[src/lbs4_mac.sv]
// ----------------------------------------------------------------------------
// lbs4_mac
// Shared 36x32 multiplier with a product register.
// ----------------------------------------------------------------------------
module lbs4_mac (
   input  logic               clock,
   input  logic signed [35:0] op_a,
   input  logic signed [31:0] op_b,
   output logic signed [67:0] prod_ff
);
   always_ff @(posedge clock) begin
      prod_ff <= op_a * op_b;
   end
endmodule

[config.mk]
export PLATFORM = sky130hd
export DESIGN_NAME = lbs4_mac
export DESIGN_NICKNAME = d
export VERILOG_FILES = /design/src/lbs4_mac.sv
export SDC_FILE = /design/constraint.sdc
export NUM_CORES = 2
export LEC_CHECK = 0
export BUFFER_PORTS_ARGS = -buffer_cell sky130_fd_sc_hd__buf_2
export CORE_ASPECT_RATIO = 0.5
export CORE_MARGIN = 3
export CORE_UTILIZATION = 35
export CTS_CLUSTER_DIAMETER = 100
export DETAILED_ROUTE_END_ITERATION = 6
export PLACE_DENSITY = 0.63
export SLEW_MARGIN = 15
export SYNTH_ARGS = -nofsm -noshare
export SYNTH_HDL_FRONTEND = slang
export SYNTH_SLANG_ARGS = --single-unit
[constraint.sdc]
create_clock -name clock -period 7.5 [get_ports clock]
set_input_delay 0.75 -clock clock [delete_from_list [all_inputs] [get_ports clock]]
set_output_delay 0.75 -clock clock [all_outputs]
set_load 0.05 [all_outputs]
==> key figures <==
Outcome
  • Status: finished clean

Clocking
  • Clock-pin slew on the worst setup and hold paths: ~0.070 ns
  • # hold bufs at CTS: 0
  • Clk root buf: clkbuf_16
  • Clock Path Buffers: 2
  • H-tree depth: 3
  • TritonCTS Buffers: 9
  • CTS tree: built
  • Sink Count: 68

Cells and area
  • Footprint of the multi-input gates: ~36000 um2
  • Register area: ~1400 um2
  • Area Overhead vs Synth: 19.3%
  • Number of flip-flops in the largest register: 68
  • Fin area: approximately 50000 um2
  • Filler instances: about 11000
  • Highest-count cells in the layout ignoring fill and taps: fa_1 (1147), inv_1 (1052), nand2_1 (578), and2_1 (571), buf_4 (455)
  • NumNets Final: approximately 6300
  • Share of layout cells above drive strength 1: around 18%
  • Biggest regs: prod_ff (68)
  • Most common cell after layout, fill and taps aside: fa_1
  • Reg with most FFs: prod_ff

STA
  • Final Setup Violations: 0
  • Period utilization: approximately 100%
  • Slew headroom: 49.2%
  • Slew Limit Fails: 0
  • Worst slew pin tran: around 0.76 ns
  • Final Hold Fails: 0
  • Fmax: 134 MHz
  • RSZ-0062 raised after global routing: yes
  • Setup ws final: 0.0288 ns
  • Final min period: ~7.5 ns
  • Final setup TNS: 0 ns

Synth
  • Register area share after synthesis: about 3.3%
  • Post-synth EDFFs: 0
  • Syn Nets: 5829
  • Post-Syn Area: 41400 um2
  • Top FF cell, synth: dfxtp_1
  • Cell variety after synth: 67
  • Synth Instances: ~4400
  • Flops & latches, synth: 68
  • Syn avg cell area: about 9.5 um2
  • Async S/R FF share, synth: 0%
  • YS warnings: 0

Critical path
  • Crit-path max cell delay: around 0.59 ns
  • CP max stage cell: fa_1
  • CP endpoint kind: register
  • WP data arrival: roughly 7.7 ns
  • CP top delay family: adder cells
  • Critical path class: input pin to register
  • Cell seen most often among critical-path stages: fa_1
  • Crit path cell chain: buf_4 > buf_8 > and2_4 > fa_1 > fa_1 > fa_1 > fa_2 > fa_1 > fa_1 > fa_1 > fa_1 > ha_1 > and2_4 > a221o_1 > a211oi_2 > nand3_2 > o211ai_4 > a2111oi_4 > buf_4 > o31ai_4 > o21ai_2 > xor2_1
  • Crit start category: input pin
  • CP Max Fanout: 9
  • Worst path bufs/invs: 3
  • Req. time, crit path: 7.76 ns

GRT
  • GRT busiest layer: met2
  • Global routing usage on met3: under 10%
  • Grt met1 use: a little under a quarter
  • First-pass GRT wire length: approximately 190000 um
  • Largest net degree at the start of global routing: 31
  • Remaining Overflow, GRT: 0
  • Vias in the first global route: roughly 34000
  • Gr usage total: approximately 19%
  • Initial antenna violation count: 3
  • M2 GR Usage: 35.5%

Detailed routing
  • Detailed-route DRC error count: 0
  • WL/cell: around 18 um
  • DR vias: 30300
  • Antenna viol nets, final: 0
  • TritonRoute pass-1 iters: 5
  • Initial DRC count: around 1600
  • Vias per cell: 4.75
  • WL final: roughly 120000 um

Placed design
  • DP Wirelength: about 100000 um
  • Area after DPL: ~47000 um2
  • Buffers added on ports: between 100 and 150
  • Pre-CTS setup slack: -1.04 ns
  • Routability cong.: 0.889

Floorplan
  • Die W: ~500 um
  • I/O pin count: between 100 and 150
  • Rows: between 80 and 90
  • Die area: around 120000 um2
  • Die height: around 250 um
  • Initial Util: between 30% and 40%
  • Core area: approximately 120000 um2

Run
  • Max Cap Violations: 0

Hold path
  • HP Class: input pin to register
[worst paths after layout]
path	from	slack, ns	end	depth (start not counted)
setup / recovery	op_a[8]	0.03	prod_ff[66]	22
hold / removal	op_a[0]	0.95	prod_ff[0]	3
[per-layer routing]
layer  part of all wire [%]  wire length, um
met1                     39            45000
met2                     53            61600
met3                    4.3             4950
met4                    4.1             4770
met5                      0                0
[logic make-up after synthesis]
logic type / share of synthesized area (%)
xor+xnor: 1.52
flops: 3.28
simple gates: 15.9
buf+inv: 11.9
fa+ha+maj: 63.9
compound gates: 3.50
mux: 0.0483
[cells in the mapped netlist (11+ instances only)]
library cell / number / area [um2]
fa_1: 1202 / 24100
xor2_1: 26 / 228
a21oi_1: 68 / 340
o21bai_1: 12 / 90.1
o21ai_0: 32 / 160
xnor2_1: 46 / 403
nand2_1: 590 / 2210
clkbuf_1: 228 / 856
nand4_1: 11 / 68.8
and2_1: 585 / 3660
nand3_1: 14 / 70.1
ha_1: 192 / 2400
nor2_1: 63 / 236
nand2b_1: 11 / 68.8
a21o_1: 24 / 180
inv_1: 1074 / 4030
dfxtp_1: 68 / 1360
[through the flow]
| step | utilization [%] | hold WS [ns] | instances |
|---|---|---|---|
| finish | 42.5 | 0.955 | 6370 |
| global route | 42.5 | 0.945 | 6370 |
| CTS | 41.6 | 0.923 | 6348 |
| detailed placement | 40.4 | 1.22 | 6306 |
| global placement | 40.4 | 1.22 | 6306 |
| floorplan | - | 0.877 | 4366 |
[what timing repair did]
item / 4_1_cts / 5_1_grt
buffers inserted: 25 / 20
setup endpoints to repair: 28 / 26
pin swaps: 87 / 153
gates cloned: 7 / 4
gates resized for setup: 172 / 233
[area by class of cell]
cell class,instances,share of cell area [%]
clock inverters,7,0.167
flip-flops and latches,68,2.75
clock buffers,9,0.455
inverters,1074,8.16
well taps,1575,3.99
diodes,2,0.0101
multi-input cells,2986,73.0
repair buffers,649,11.5
Power is left out: the tool's default activity adds up to more than one toggle a clock period on the data nets, which glitch-free logic cannot reach.
